**src/cleb_pkg.sv**
```systemverilog
// cleb_pkg: shared types and constants for the line edit buffer.
// Holds the command codes, sequencer states and the result record.
// No dependencies.
package cleb_pkg;

  localparam int unsigned CHAR_W = 7;

  localparam logic [7:0] KEY_LO = 8'h20;
  localparam logic [7:0] KEY_HI = 8'h7e;

  localparam logic [5:0] MAX_LENGTH_RST = 6'd63;

  typedef enum logic [2:0] {
    MODE_HOME  = 3'd0,
    MODE_END   = 3'd1,
    MODE_LEFT  = 3'd2,
    MODE_RIGHT = 3'd3,
    MODE_TYPE  = 3'd4,
    MODE_ERASE = 3'd5,
    MODE_PRINT = 3'd6
  } mode_e;

  typedef enum logic [3:0] {
    S_IDLE,
    S_MV_CHK,
    S_MV_WR,
    S_PL_RD,
    S_PL_EM,
    S_PR_SEP,
    S_PR_RD,
    S_PR_EM
  } seq_state_e;

  typedef struct packed {
    logic       accepted;
    logic       char_valid;
    logic [7:0] out_char;
    logic       last;
  } cleb_res_t;

endpackage

```
**src/cleb_store.sv**
```systemverilog
// cleb_store: character store of the gap buffer.
// One write port and one read port with registered read data; uses cleb_pkg.
module cleb_store
  import cleb_pkg::*;
#(
  parameter int unsigned DEPTH = 63,
  parameter int unsigned IW    = 6
) (
  input  logic              clk_i,
  input  logic              we_i,
  input  logic [IW-1:0]     waddr_i,
  input  logic [CHAR_W-1:0] wdata_i,
  input  logic [IW-1:0]     raddr_i,
  output logic [CHAR_W-1:0] rdata_o
);

  logic [CHAR_W-1:0] mem_q [DEPTH];
  logic [CHAR_W-1:0] rdata_q;

  always_ff @(posedge clk_i) begin
    if (we_i) begin
      mem_q[waddr_i] <= wdata_i;
    end
  end

  always_ff @(posedge clk_i) begin
    rdata_q <= mem_q[raddr_i];
  end

  assign rdata_o = rdata_q;

endmodule

```
**src/cleb_seq.sv**
```systemverilog
// cleb_seq: command sequencer of the gap buffer.
// Left part sits at the low end of the store, right part at the high end.
// Depends on cleb_pkg; drives the ports of cleb_store.
module cleb_seq
  import cleb_pkg::*;
#(
  parameter int unsigned CAPACITY = 63,
  parameter int unsigned LW       = 6,
  parameter int unsigned IW       = 6
) (
  input  logic              clk_i,
  input  logic              rst_ni,
  input  logic              start_i,
  input  logic [2:0]        mode_i,
  input  logic [7:0]        key_char_i,
  input  logic [7:0]        separator_i,
  input  logic [5:0]        limit_i,
  output logic              busy_o,
  output logic              we_o,
  output logic [IW-1:0]     waddr_o,
  output logic [CHAR_W-1:0] wdata_o,
  output logic [IW-1:0]     raddr_o,
  input  logic [CHAR_W-1:0] rdata_i,
  output logic              strobe_o,
  output cleb_res_t         res_o
);

  localparam logic [LW-1:0] CAP = LW'(CAPACITY);
  localparam logic [LW-1:0] ONE = LW'(1);

  seq_state_e    state_q, state_d;
  logic [LW-1:0] cur_q, cur_d;
  logic [LW-1:0] len_q, len_d;
  logic [LW-1:0] rs_q, rs_d;
  logic [LW-1:0] ptr_q, ptr_d;
  logic          dir_left_q, dir_left_d;
  logic          one_shot_q, one_shot_d;
  logic [7:0]    sep_q, sep_d;
  logic          strobe_q, strobe_d;
  cleb_res_t     res_q, res_d;
  logic [LW-1:0] raddr_w, waddr_w;
  logic          key_ok;

  assign key_ok = (key_char_i >= KEY_LO) && (key_char_i <= KEY_HI)
                  && (6'(len_q) < limit_i);

  always_ff @(posedge clk_i or negedge rst_ni) begin
    if (!rst_ni) begin
      state_q    <= S_IDLE;
      cur_q      <= '0;
      len_q      <= '0;
      rs_q       <= CAP;
      ptr_q      <= '0;
      dir_left_q <= 1'b0;
      one_shot_q <= 1'b0;
      sep_q      <= '0;
      strobe_q   <= 1'b0;
      res_q      <= '0;
    end else begin
      state_q    <= state_d;
      cur_q      <= cur_d;
      len_q      <= len_d;
      rs_q       <= rs_d;
      ptr_q      <= ptr_d;
      dir_left_q <= dir_left_d;
      one_shot_q <= one_shot_d;
      sep_q      <= sep_d;
      strobe_q   <= strobe_d;
      res_q      <= res_d;
    end
  end

  always_comb begin
    state_d    = state_q;
    cur_d      = cur_q;
    len_d      = len_q;
    rs_d       = rs_q;
    ptr_d      = ptr_q;
    dir_left_d = dir_left_q;
    one_shot_d = one_shot_q;
    sep_d      = sep_q;
    strobe_d   = 1'b0;
    res_d      = '0;
    we_o       = 1'b0;
    waddr_w    = '0;
    wdata_o    = '0;
    raddr_w    = '0;

    case (state_q)
      S_IDLE: begin
        if (start_i) begin
          case (mode_i)
            MODE_HOME: begin
              dir_left_d = 1'b1;
              one_shot_d = 1'b0;
              state_d    = S_MV_CHK;
            end
            MODE_END: begin
              dir_left_d = 1'b0;
              one_shot_d = 1'b0;
              state_d    = S_MV_CHK;
            end
            MODE_LEFT: begin
              dir_left_d = 1'b1;
              one_shot_d = 1'b1;
              state_d    = S_MV_CHK;
            end
            MODE_RIGHT: begin
              dir_left_d = 1'b0;
              one_shot_d = 1'b1;
              state_d    = S_MV_CHK;
            end
            MODE_TYPE: begin
              strobe_d     = 1'b1;
              res_d.last   = 1'b1;
              if (key_ok) begin
                // the slot at the cursor always lies in the gap
                we_o           = 1'b1;
                waddr_w        = cur_q;
                wdata_o        = key_char_i[CHAR_W-1:0];
                cur_d          = cur_q + ONE;
                len_d          = len_q + ONE;
                res_d.accepted = 1'b1;
              end
            end
            MODE_ERASE: begin
              strobe_d   = 1'b1;
              res_d.last = 1'b1;
              if (cur_q != '0) begin
                cur_d          = cur_q - ONE;
                len_d          = len_q - ONE;
                res_d.accepted = 1'b1;
              end
            end
            MODE_PRINT: begin
              sep_d   = separator_i;
              ptr_d   = '0;
              state_d = S_PL_RD;
            end
            default: begin
              strobe_d   = 1'b1;
              res_d.last = 1'b1;
            end
          endcase
        end
      end

      S_MV_CHK: begin
        if (dir_left_q ? (cur_q == '0) : (rs_q == CAP)) begin
          strobe_d       = 1'b1;
          res_d.accepted = 1'b1;
          res_d.last     = 1'b1;
          state_d        = S_IDLE;
        end else begin
          raddr_w = dir_left_q ? (cur_q - ONE) : rs_q;
          state_d = S_MV_WR;
        end
      end

      S_MV_WR: begin
        // carry one character across the gap
        we_o    = 1'b1;
        wdata_o = rdata_i;
        if (dir_left_q) begin
          waddr_w = rs_q - ONE;
          cur_d   = cur_q - ONE;
          rs_d    = rs_q - ONE;
        end else begin
          waddr_w = cur_q;
          cur_d   = cur_q + ONE;
          rs_d    = rs_q + ONE;
        end
        if (one_shot_q) begin
          strobe_d       = 1'b1;
          res_d.accepted = 1'b1;
          res_d.last     = 1'b1;
          state_d        = S_IDLE;
        end else begin
          state_d = S_MV_CHK;
        end
      end

      S_PL_RD: begin
        if (ptr_q < cur_q) begin
          raddr_w = ptr_q;
          state_d = S_PL_EM;
        end else begin
          state_d = S_PR_SEP;
        end
      end

      S_PL_EM: begin
        strobe_d         = 1'b1;
        res_d.accepted   = 1'b1;
        res_d.char_valid = 1'b1;
        res_d.out_char   = {1'b0, rdata_i};
        res_d.last       = ((ptr_q + ONE) == cur_q) && (sep_q == '0) && (rs_q == CAP);
        ptr_d            = ptr_q + ONE;
        state_d          = S_PL_RD;
      end

      S_PR_SEP: begin
        if (sep_q != '0) begin
          strobe_d         = 1'b1;
          res_d.accepted   = 1'b1;
          res_d.char_valid = 1'b1;
          res_d.out_char   = sep_q;
          res_d.last       = (rs_q == CAP);
        end else if (len_q == '0) begin
          strobe_d       = 1'b1;
          res_d.accepted = 1'b1;
          res_d.last     = 1'b1;
        end
        ptr_d   = rs_q;
        state_d = S_PR_RD;
      end

      S_PR_RD: begin
        if (ptr_q < CAP) begin
          raddr_w = ptr_q;
          state_d = S_PR_EM;
        end else begin
          state_d = S_IDLE;
        end
      end

      S_PR_EM: begin
        strobe_d         = 1'b1;
        res_d.accepted   = 1'b1;
        res_d.char_valid = 1'b1;
        res_d.out_char   = {1'b0, rdata_i};
        res_d.last       = ((ptr_q + ONE) == CAP);
        ptr_d            = ptr_q + ONE;
        state_d          = S_PR_RD;
      end

      default: begin
        state_d = S_IDLE;
      end
    endcase
  end

  assign busy_o   = (state_q != S_IDLE);
  assign waddr_o  = waddr_w[IW-1:0];
  assign raddr_o  = raddr_w[IW-1:0];
  assign strobe_o = strobe_q;
  assign res_o    = res_q;

endmodule

```
**src/cursor_line_edit_buffer.sv**
```systemverilog
// cursor_line_edit_buffer: one-line text editor with a cursor, built as a gap buffer.
// Top level: max_length register, limit in force, cleb_seq and cleb_store.
// Depends on cleb_pkg, cleb_seq and cleb_store.
//
//  channel   | signals                                   | transfer
//  ----------+-------------------------------------------+-------------------------------
//  command   | start_i, busy_o, mode_i, key_char_i,      | edge with start_i high and
//            | separator_i                               | busy_o low
//  result    | res_strobe_o, accepted_o, char_valid_o,   | edge ending the cycle in which
//            | out_char_o, last_o                        | res_strobe_o is high
//  config    | cfg_we_i, cfg_data_i                      | edge with cfg_we_i high
//
// Type, erase and an unused mode finish at the transfer, busy_o stays low and the
// result shows in the next cycle. Left and right carry at most one character across
// the cursor, home and end every character on one side of it, and print reads every
// character; busy_o stays high meanwhile and store reads go through registered data.
// Reset clears line length and cursor at once; the store needs no clearing pass.
// The receiver cannot stall: every result is shown for exactly one cycle.
module cursor_line_edit_buffer
  import cleb_pkg::*;
#(
  parameter int unsigned CAPACITY = 63
) (
  input  logic       clk_i,
  input  logic       rst_ni,
  input  logic       start_i,
  output logic       busy_o,
  input  logic [2:0] mode_i,
  input  logic [7:0] key_char_i,
  input  logic [7:0] separator_i,
  input  logic       cfg_we_i,
  input  logic [5:0] cfg_data_i,
  output logic       res_strobe_o,
  output logic       accepted_o,
  output logic       char_valid_o,
  output logic [7:0] out_char_o,
  output logic       last_o
);

  // counters hold 0..CAPACITY, store addresses 0..CAPACITY-1
  localparam int unsigned LW = $clog2(CAPACITY + 1);
  localparam int unsigned IW = (CAPACITY > 1) ? $clog2(CAPACITY) : 1;

  logic [5:0]        max_length_q;
  logic [5:0]        limit;
  logic              we;
  logic [IW-1:0]     waddr;
  logic [CHAR_W-1:0] wdata;
  logic [IW-1:0]     raddr;
  logic [CHAR_W-1:0] rdata;
  cleb_res_t         res;

  // hold the length limit; the user must write it only while idle, the block does not enforce this
  always_ff @(posedge clk_i or negedge rst_ni) begin
    if (!rst_ni) begin
      max_length_q <= MAX_LENGTH_RST;
    end else if (cfg_we_i) begin
      max_length_q <= cfg_data_i;
    end
  end

  // limit in force: the smaller of the register and the capacity
  assign limit = ({1'b0, max_length_q} >= 7'(CAPACITY)) ? 6'(CAPACITY) : max_length_q;

  cleb_seq #(
    .CAPACITY (CAPACITY),
    .LW       (LW),
    .IW       (IW)
  ) u_seq (
    .clk_i       (clk_i),
    .rst_ni      (rst_ni),
    .start_i     (start_i),
    .mode_i      (mode_i),
    .key_char_i  (key_char_i),
    .separator_i (separator_i),
    .limit_i     (limit),
    .busy_o      (busy_o),
    .we_o        (we),
    .waddr_o     (waddr),
    .wdata_o     (wdata),
    .raddr_o     (raddr),
    .rdata_i     (rdata),
    .strobe_o    (res_strobe_o),
    .res_o       (res)
  );

  cleb_store #(
    .DEPTH (CAPACITY),
    .IW    (IW)
  ) u_store (
    .clk_i   (clk_i),
    .we_i    (we),
    .waddr_i (waddr),
    .wdata_i (wdata),
    .raddr_i (raddr),
    .rdata_o (rdata)
  );

  assign accepted_o   = res.accepted;
  assign char_valid_o = res.char_valid;
  assign out_char_o   = res.out_char;
  assign last_o       = res.last;

endmodule

```
**config.mk**
```make
export PLATFORM = sky130hd
export DESIGN_NAME = cursor_line_edit_buffer
export DESIGN_NICKNAME = d
export VERILOG_FILES = /design/src/cleb_pkg.sv /design/src/cleb_store.sv /design/src/cleb_seq.sv /design/src/cursor_line_edit_buffer.sv
export SDC_FILE = /design/constraint.sdc
export NUM_CORES = 1
export LEC_CHECK = 0
export BUFFER_PORTS_ARGS = -buffer_cell sky130_fd_sc_hd__buf_2
export CORE_MARGIN = 2
export CORE_UTILIZATION = 25
export CTS_CLUSTER_SIZE = 25
export DETAILED_ROUTE_END_ITERATION = 8
export GPL_ROUTABILITY_DRIVEN = 0
export PLACE_DENSITY_LB_ADDON = 0.2
export RECOVER_POWER = 50
export SETUP_SLACK_MARGIN = 0.4
export SLEW_MARGIN = 20
export SYNTH_ARGS = -nofsm -noshare
export SYNTH_HDL_FRONTEND = slang
export SYNTH_SLANG_ARGS = --single-unit
```
**constraint.sdc**
```tcl
create_clock -name clk_i -period 4.75 [get_ports clk_i]
set_input_delay 0.475 -clock clk_i [delete_from_list [all_inputs] [get_ports clk_i]]
set_output_delay 0.475 -clock clk_i [all_outputs]
set_load 0.005 [all_outputs]
```
# Word level (Yosys, flattened, before mapping)
# Memory sizes are Yosys's and may differ from the RTL's. A register that Yosys moved wholly into a read port is not among the register bits.
# Cells that the tools add are included.
dict set report totals {
  register_bits 56
  mem_bits_rw 441
  in_bits 29
  output_inout_bits 13
  word_cells 143
  memories 1
}
dict set report classes {
  addsub 7
  order_cmp 6
  eq_ne 24
  mux 59
  n_reduce_logical 32
}
# memory words width read_ports rd_clocked_by_memory_dff wr line
set mem_list {}
lappend mem_list {u_store.mem_q 63 7 1 1 1 cleb_store.sv:17} ;# logic [CHAR_W-1:0] mem_q [DEPTH];
# op count
set op_table {}
lappend op_table {{6-bit two-way mux} 18}
lappend op_table {{6-bit one-hot mux with 2 select lines} 4}
lappend op_table {{6-bit one-hot mux with 3 select lines} 2}
lappend op_table {{4-bit one-hot mux with 7 select lines} 1}
lappend op_table {{6-bit by 1-bit adder with 6-bit output, second input constant} 4}
lappend op_table {{7-bit two-way mux} 3}
lappend op_table {{9-bit one-hot mux with 2 select lines} 1}
lappend op_table {{6-bit by 1-bit subtractor with 6-bit output, second input constant} 3}
lappend op_table {{1-bit two-way mux} 17}
lappend op_table {{4-bit by 3-bit == test with 1-bit output, second input constant} 4}
lappend op_table {{7-bit one-hot mux with 2 select lines} 1}
lappend op_table {{6-bit == test, second input constant} 2}
lappend op_table {{6-bit zero test} 2}
lappend op_table {{6-bit < comparator} 2}
lappend op_table {{3-bit AND reduction} 4}
lappend op_table {{2-bit OR reduction} 6}
lappend op_table {{1-bit one-hot mux with 5 select lines} 2}
lappend op_table {{5-bit AND reduction} 2}
lappend op_table {{3-bit == test, second input constant} 3}
lappend op_table {{9-bit two-way mux} 1}
lappend op_table {{4-bit by 2-bit == test with 1-bit output, second input constant} 2}
lappend op_table {{8-bit by 6-bit greater-or-equal comparator with 1-bit output, second input constant} 1}
lappend op_table {{8-bit by 7-bit <= comparator with 1-bit output, second input constant} 1}
lappend op_table {{8-bit zero test} 1}
lappend op_table {{other kinds (27)} 41}

# Logic depth before layout (Yosys ltp)
# Gate-level depths: netlist of run 1.
dict set report logic_depth {
  depth_word 10
  mapped_depth 17
  ltp_nobuf 11
}

# Modules after synthesis
# From an unflattened synthesis of run 1, not the netlist that was laid out.
dict set report unflattened {
  hier_cells 1263
  area_unflattened_um2 21376.8
}
# module n_inst cells_each area_per_inst_um2
set modules_own_cells {}
lappend modules_own_cells {cleb_store 1 863 17563.1}
lappend modules_own_cells {cleb_seq 1 381 3532.1}
lappend modules_own_cells {cursor_line_edit_buffer 1 19 281.5}

# Least setup slack after synthesis of run 1
# OpenSTA, ideal clock, no wires.
dict set report synth_path {
  kind {reg2reg}
  startpoint {register max_length_q[5]}
  endpoint {memory u_store.mem_q[20][0], enable pin}
  t_arrival_ps 3366
  slack_ps 1004
  stages_incl_launch_ff 11
  n_path_buf 2
  path_cell_list {dfstp_2 -> inv_1 -> ha_1 -> or4b_1 -> nor4_1 -> o211a_1 -> buf_2 -> o221a_2 -> o2111ai_1 -> clkbuf_1 -> nor3_1}
}
dict set report synth_between {
  elab_chain_len 10
}
# item line
set synth_rtl {}
lappend synth_rtl {{start, declared} cursor_line_edit_buffer.sv:44} ;# logic [5:0] max_length_q;
lappend synth_rtl {{start signal, assigned} cursor_line_edit_buffer.sv:58} ;# max_length_q <= cfg_data_i;
lappend synth_rtl {{6-bit greater-or-equal comparator} cursor_line_edit_buffer.sv:63} ;# assign limit = ({1'b0, max_length_q} >= 7'(CAPACITY)) ? 6'(CAPACITY) : max_length_q;
lappend synth_rtl {{6-bit two-way mux *} cursor_line_edit_buffer.sv:63}
lappend synth_rtl {{6-bit < comparator *} cleb_seq.sv:45} ;# && (6'(len_q) < limit_i);
lappend synth_rtl {{1-bit logical AND *} cleb_seq.sv:45}
lappend synth_rtl {{1-bit two-way mux} cleb_seq.sv:116} ;# if (key_ok) begin
lappend synth_rtl {{1-bit two-way mux} cleb_seq.sv:92} ;# case (mode_i)
lappend synth_rtl {{1-bit two-way mux} cleb_seq.sv:91} ;# if (start_i) begin
lappend synth_rtl {{1-bit one-hot mux with 2 select lines} cleb_seq.sv:89} ;# case (state_q)
lappend synth_rtl {{1-bit two-way mux} cleb_store.sv:21} ;# if (we_i) begin
lappend synth_rtl {{1-bit two-way mux (not written as such)} cleb_store.sv:22} ;# mem_q[waddr_i] <= wdata_i;
lappend synth_rtl {{end, declared} cleb_store.sv:17}
# Every way passes the cells marked *; elsewhere a longest branch is shown, timed or not.

# Worst setup path in the final report of run 1
dict set report layout_path {
  startpoint {register max_length_q[5]}
  endpoint {memory u_store.mem_q[21][6], data pin}
}
dict set report layout_between {
  elab_chain_len 8
}
# item line
set layout_rtl {}
lappend layout_rtl {{6-bit greater-or-equal comparator} cursor_line_edit_buffer.sv:63}
lappend layout_rtl {{6-bit two-way mux *} cursor_line_edit_buffer.sv:63}
lappend layout_rtl {{6-bit < comparator *} cleb_seq.sv:45}
lappend layout_rtl {{1-bit logical AND *} cleb_seq.sv:45}
lappend layout_rtl {{7-bit two-way mux *} cleb_seq.sv:116}
lappend layout_rtl {{7-bit two-way mux *} cleb_seq.sv:92}
lappend layout_rtl {{7-bit two-way mux *} cleb_seq.sv:91}
lappend layout_rtl {{7-bit one-hot mux with 2 select lines *} cleb_seq.sv:89}
lappend layout_rtl {{via u_seq.wdata_o[6]} cleb_seq.sv:21} ;# output logic [CHAR_W-1:0] wdata_o,
# Mark *: on every way through the listed nets, which the timed path passes. The rest lies on a longest branch.

==> out/metrics.yaml, run 1 <==
logic_synthesis:
  synth_cell_type_count: 75
  synthFlopType: "edfxtp_1"
  async_flop_share_pct: 10.9
  ys.warnings.count: 0
  ys_seq_elements: 503
  synth_fp_nets: 1729
  ys_seq_area_share_pct: 68.0
  syn_inst: 1678
  syn_avg_cell_area_um2: 12.9
  synth_area_um2: 21700
  synth_edf_count: 441
timing:
  tightest_slew_ns: 3.21
  worst_clock_skew_ns: 0.0387
  finalHoldViolCount: 0
  fin_setup_tns_ns: 0
  fmax_ghz: 0.234
  period_share_pct: 90.1
  rsz0062_at_grt: "false"
  fin_crit_ns: 4.28
  drv_slew: 184
  setup_viol: 0
  relSlewSlack_pct: -114
die:
  chipWidth_um: 299
  start_util_pct: 25.1
  io_pins: 42
  core_area_um2: 86500
  rows: 108
  die_y_um: 299
  fp.dieArea_um2: 89300
detailed_routing:
  dr.pass1.iters: 6
  routed_wl_mm: 68.4
  drc: 0
  dr.first_iter.drc_count: 1351
  num_vias: 14600
  final_antenna_net_count: 0
  viasPerCell: 4.88
  wire_per_inst_um: 22.9
job:
  max_cap_violations: 3
final_layout:
  fin_nets: 1839
  drive_above_1_share_pct: 15.5
  syn2layout_area_growth_pct: 19.5
  fillers: 8733
  mostFrequentLayoutCell: "edfxtp_1"
  final_cell_mix: "edfxtp_1 (441), nand2_1 (290), buf_4 (96), mux2i_1 (74), nor2_1 (72)"
global_routing:
  grt_antenna_before_repair: 1
  grt_usage_pct: 15.0
  grt_pass1_vias: 14300
  overflow: 0
  grt_pass1_wl_mm: 101
  grt_max_degree: 82
worst_setup_path:
  path_max_fanout: 63
  critical_path_required_ns: 4.94
  cp_cell_sequence: "inv_1, ha_1, or4b_1, nor4_1, clkbuf_1, o211a_1, buf_4, a22o_2, buf_2"
  endpoint_kind: "flip-flop"
  cp_slowest_cell: "buf_2"
  crit_path_start_kind: "flip-flop"
  worstPathArrival_ns: 4.47
  slowest_delay_ns: 1.14
  critical_path_class: "reg2reg"
hold_path:
  hp-class: "in2reg"
cts:
  cts.path.max_buffers: 3
  clk_latency_ns: 0.65
  cts_sinks: 503
  ctsHoldBuffers: 0
  cts_root_buf: "clkbuf_16"
  cts_inserted_buffers: 56
  clk_transition_reported_paths_ns: 0.06
  htree_levels: 2
  cts_tree: "yes"
power_and_ir_drop:
  fin_total_pwr_mw: 17.4
  vdd_drop_max_v: 0.000342
  leakagePower_nw: 9.25
  cellPowerDensity_nw_per_um2: 669
place:
  dp_hpwl_mm: 44.2
  io_buffers: 41
outcome:
  status: "finished, violations left"
  failed_checks: "max-capacitance violations, max-slew violations"
-- synthesized netlist by cell type, types with 4 or more instances --
cell type / instances / area [um2]
o211ai_1: 8 / 60.1
nand3_1: 58 / 290
a21oi_1: 56 / 280
nor4_1: 18 / 113
buf_6: 5 / 56.3
a22o_1: 12 / 105
a211oi_1: 26 / 195
dfxtp_1: 7 / 140
dfrtp_1: 43 / 1080
a21boi_0: 7 / 52.6
edfxtp_1: 441 / 13200
nand2_1: 291 / 1090
o221ai_1: 6 / 52.6
nor3_1: 40 / 200
a31o_1: 7 / 61.3
o21a_1: 4 / 30.0
o2111ai_1: 12 / 105
ha_1: 21 / 263
mux2_2: 10 / 113
a221oi_1: 7 / 61.3
a22oi_1: 4 / 30.0
o21ai_0: 51 / 255
a311oi_1: 13 / 114
a32oi_1: 27 / 236
buf_1: 15 / 56.3
buf_2: 25 / 125
a21o_1: 7 / 52.6
a2111oi_0: 9 / 78.8
or4_1: 9 / 67.6
dfstp_2: 12 / 315
xor2_1: 11 / 96.3
nor2_1: 75 / 282
and2_1: 6 / 37.5
inv_1: 24 / 90.1
mux2i_1: 74 / 741
clkbuf_1: 62 / 233
a31oi_1: 19 / 119
nor2b_1: 4 / 25.0
xnor2_1: 22 / 193
a221o_1: 12 / 120
o31ai_1: 6 / 45.0
nand2b_1: 6 / 37.5
and3_1: 53 / 332
-- sequential cells by signal (all words and copies together) (netlist names) --
register and flops:
u_seq.strobe_o 1, u_seq.res_o 11, u_seq.sep_q 8, u_seq.dir_left_q 1, u_seq.ptr_q 6, u_seq.state_q 3
u_seq.rs_q 6, u_store.rdata_o 7, u_seq.cur_q 6, u_store.mem_q 441, u_seq.len_q 6, max_length_q 6
u_seq.one_shot_q 1
-- path summary, 6_finish.rpt --
kind	to	cells after the start	from	slack, ns
worst max-delay path	u_store.mem_q[21][6]	9	max_length_q[5]	0.47
worst min-delay path	max_length_q[4]	3	cfg_data_i[4]	0.08
worst max register to register	u_store.mem_q[21][6]	9	max_length_q[5]	0.47
worst min register to register	max_length_q[3]	2	max_length_q[3]	0.52
max in group asynchronous	u_seq.len_q[2]	2	rst_ni	1.93
min in group asynchronous	u_seq.res_o[9]	2	rst_ni	1.01
-- power by group --
part	switching (mW)	internal, mW
Clock	1.86	2.71
Combinational	4.76	2.27
Sequential	0.307	5.47
Total	6.93	10.5
-- layout make-up --
class	instances	area (um2)	area share (%)
diodes	1	2.50	0.00964
well taps	1155	1450	5.57
clock inverters	42	529	2.04
repair buffers	159	1160	4.45
flip-flops and latches	503	14800	56.9
multi-input cells	1043	6540	25.2
inverters	25	93.8	0.361
clock buffers	62	1420	5.48
-- critical path, delay by kind of cell, from the launching register on --
| kind | cells | cell delay, ns |
|---|---|---|
| compound gates | 2 | 0.61 |
| fa+ha+maj | 1 | 0.17 |
| buf+inv | 4 | 1.65 |
| flops | 1 | 0.51 |
| simple gates | 2 | 0.84 |
-- logic make-up (layout without fill, tap and decap cells) --
logic type	count (synthesis)	after routing	synth area share, %
AND/OR/NAND/NOR	583	584	12.3
flip-flops	503	503	68.0
AO/OA/AOI/OAI	319	320	10.5
buffers and inverters	134	288	2.67
multiplexers	84	84	3.93
XOR/XNOR	33	33	1.33
adder cells (fa/ha/maj)	22	22	1.30
other	0	1	0
-- per-layer routing --
metal  track usage [%]  wire length [um]  vias to the layer above
met5                 0                 0                        -
met4              4.63              2200                        0
met3              2.33              3620                      102
met2              24.6             32300                      453
met1              20.4             30200                     7429
li1                  -                 -                     6600
-- metrics by stage --
stage	hold slack [ns]	utilization (%)	std cells	setup slack [ns]	cell area, um2
6_report	0.0753	30.0	2990	0.472	26000
3_3_place_gp	0.508	27.7	2882	0.329	24000
2_1_floorplan	0.179	-	1678	1.00	21700
5_1_grt	0.0759	30.0	2989	0.210	26000
4_1_cts	0.00489	30.1	2988	0.395	26000
3_5_place_dp	0.515	27.8	2882	0.249	24000
-- repair_timing --
item / in CTS / in global routing
pin swaps: 0 / 2
gates cloned: 1 / 1
gates resized for setup: 4 / 10
buffers inserted: 1 / 0
setup endpoints to repair: 5 / 14
Note: power is estimated with default switching activity, not from simulation.
==> run 2: changes to the inputs <==
--- a/config.mk
+++ b/config.mk
@@ -17,4 +17,5 @@
 export SLEW_MARGIN = 20
 export SYNTH_ARGS = -nofsm -noshare
 export SYNTH_HDL_FRONTEND = slang
+export SYNTH_HIERARCHICAL = 1
 export SYNTH_SLANG_ARGS = --single-unit
==> out/metrics.yaml, run 2 <==
final_layout:
  top_register: "u_store/mem_q"
  final_cell_mix: "edfxtp_1 (441), nor2_1 (95), mux4_2 (95), buf_4 (85)"
  final_area_um2: 25200  # -2.8%
  fin_util_pct: 29.7  # -0.34 points
  n_antenna_cell: 0  # -1
  stdcell_count: 2584  # -14%
  fin_nets: 1446  # -21%
  mostFrequentLayoutCell: "edfxtp_1"
  fillers: 8411  # -3.7%
  largest_register_ffs: 441  # unchanged
  drive_above_1_share_pct: 25.4  # +9.9 points
  syn2layout_area_growth_pct: 18.0
cts:
  clk_latency_ns: 0.62  # -0.03 ns
  cts_inserted_buffers: 55  # -1.8%
  cts_tree: "yes"
  cts.path.max_buffers: 3  # unchanged
  cts_sinks: 503  # unchanged
  clk_transition_reported_paths_ns: 0.06  # about the same
  htree_levels: 2  # unchanged
  cts_root_buf: "clkbuf_16"
worst_setup_path:
  worstPathArrival_ns: 4.37  # -0.10 ns
  critical_path_required_ns: 4.95  # about the same
  endpoint_kind: "flip-flop"
  critical_path_class: "reg2reg"
  slowest_delay_ns: 1.09  # -0.05 ns
  r2r_cells: 8  # -1
  cpMostUsedCell: "o21ai_0"
  cp_slowest_cell: "clkbuf_1"
  path_max_fanout: 23  # -63%
  critPathLaunch: "max_length_q[1]"
  cp_cell_sequence: "inv_1, ha_1, o21ai_0, o21ai_0, a2111oi_4, buf_4, a22o_1, clkbuf_1"
  reg2reg_from: "max_length_q[1]"
  crit_path_start_kind: "flip-flop"
timing:
  tightest_slew_ns: 3.10  # -0.111 ns
  worst_clock_skew_ns: 0.0209  # -0.0179 ns
  rsz0062_at_grt: "false"
  fin_crit_ns: 4.17  # -0.110 ns
  drv_slew: 207  # +13%
  fin_setup_tns_ns: 0  # unchanged
  finalHoldViolCount: 0  # unchanged
  setup_viol: 0  # unchanged
  worst_hold_slack_ns: 0.0817  # +0.00639 ns
  setup_ws_ns: 0.582  # +0.110 ns
  period_share_pct: 87.8  # -2.3 points
  relSlewSlack_pct: -106  # +7.4 points
  fmax_ghz: 0.240  # +2.6%
global_routing:
  overflow: 0  # unchanged
  grt_antenna_before_repair: 2  # +1
  grt_pass1_vias: 12400  # -13%
  grt_pass1_wl_mm: 86.6  # -14%
  grt_usage_pct: 13.5  # -1.5 points
  grt_max_degree: 64  # -22%
power_and_ir_drop:
  vdd_drop_max_v: 0.000273  # -20%
  leakagePower_nw: 8.37  # -9.5%
  cellPowerDensity_nw_per_um2: 618  # -7.7%
  fin_total_pwr_mw: 15.6  # -10%
detailed_routing:
  num_vias: 11900  # -18%
  dr.pass1.iters: 5  # -1
  final_antenna_net_count: 0  # unchanged
  routed_wl_mm: 59.7  # -13%
  drc: 0  # unchanged
  wire_per_inst_um: 23.1  # +1.0%
  dr.first_iter.drc_count: 1077  # -20%
  viasPerCell: 4.61  # -5.6%
logic_synthesis:
  synth_edf_count: 441  # unchanged
  ys.warnings.count: 6  # +6
  synth_cell_type_count: 85  # +13%
  async_flop_share_pct: 10.9  # unchanged
  ys_seq_elements: 503  # unchanged
  synth_fp_nets: 1314  # -24%
  syn_inst: 1263  # -25%
  ys_seq_area_share_pct: 69.1  # +1.1 points
  yosys-top-cells-area: "edfxtp_1 (62%), mux4_2 (10%), dfrtp_1 (5.0%)"
  syn_avg_cell_area_um2: 16.9  # +31%
  yosysTopAreaCellShare_pct: 61.9  # +1.0 points
  yosysTopAreaCell: "edfxtp_1"
  synthFlopType: "edfxtp_1"
  synth_area_um2: 21400  # -1.6%
  synthMostInstantiatedCell: "edfxtp_1"
  synth_common_cells: "edfxtp_1 (441), mux4_2 (95), nor2_1 (94), nand2_1 (57), dfrtp_1 (43)"
die:
  rows: 107  # -0.93%
  start_util_pct: 25.1  # about the same
  io_pins: 42  # unchanged
  core_area_um2: 85000  # -1.7%
  fp.dieArea_um2: 87900  # -1.6%
  die_y_um: 296  # -0.80%
  chipWidth_um: 296  # -0.80%
outcome:
  status: "finished, violations left"
  failed_checks: "max-capacitance violations, max-slew violations"
place:
  dp_cells: 2472  # -14%
  dp_hpwl_mm: 39.0  # -12%
  place_ws_ns: 0.414  # +0.164 ns
  io_buffers: 41  # unchanged
  placed_cell_area_um2: 23500  # -2.2%
hold_path:
  whs_path_depth: 2  # -1
  worst_hold_startpoint: "cfg_data_i[1]"
  hp-class: "in2reg"
job:
  max_cap_violations: 4  # +1
## run 2: cell count changes after synthesis, sizes merged, moves of 21 or more
cell and change:
mux2i -43, mux4 +100, clkbuf -23, and3 -47
a32oi -27, nor2 +21, a21oi -26, nand3 -23
nand2 -234, o21ai -28
## run 2: area by class of cell
type                    count  area (um2)  share of cell area, %
clock buffers              68        1480                   5.86
clock inverters            34         255                   1.01
inverters                  21        82.6                  0.327
multi-input cells         668        6150                   24.4
flip-flops and latches    503       14800                   58.6
well taps                1144        1430                   5.67
repair buffers            146        1060                   4.20
## run 2: power by group
group          total (mW)  internal (mW)  switching, mW
Combinational        5.63           2.29           3.34
Clock                4.14           2.37           1.78
Sequential           5.81           5.42          0.387
## run 2: cell families (layout without fill, tap and decap cells)
family	count (synthesis)	in the layout	synth area share (%)
xor gates and xnor gates	30	30	1.23
muxes	155	155	13.4
DFF	503	503	69.1
AOI/OAI and AO/OA	161	163	5.51
adders and majority gates	22	22	1.32
and+or+nand+nor	298	298	7.04
buffers and inverters	94	269	2.34
## run 2: what timing repair did
item	in CTS	in global routing
resized for setup	1	6
endpoints found under the setup margin	1	11
buffers inserted	0	8
gates cloned	1	1
hold buffers	0	0
pin swaps	0	1
## run 2: routing by layer
layer	part of all wire, %	vias to the layer above	wire length [um]	track usage, %
met3	5.5	114	3260	2.68
li1	-	5281	-	-
met2	47	326	28100	21.8
met4	3.1	4	1820	4.48
met5	0.042	-	25	0
met1	44	6179	26500	18.1
## run 2: worst max-delay path: cells and delay by family (launching register included)
family | cells | cell delay [ns]
fa+ha+maj | 1 | 0.27
compound gates | 4 | 1.56
buf+inv | 3 | 1.39
flops | 1 | 0.52
## run 2: path summary, 6_finish.rpt
| check | to | slack (ns) |
|---|---|---|
| max | u_store/mem_q[41][3] | 0.58 |
| min | max_length_q[1] | 0.08 |
| max reg2reg | u_store/mem_q[41][3] | 0.58 |
| min reg2reg | u_seq/len_q[5] | 0.52 |
| max in group asynchronous | u_seq/res_o[10] | 1.99 |
| min in group asynchronous | u_seq/res_o[0] | 0.98 |
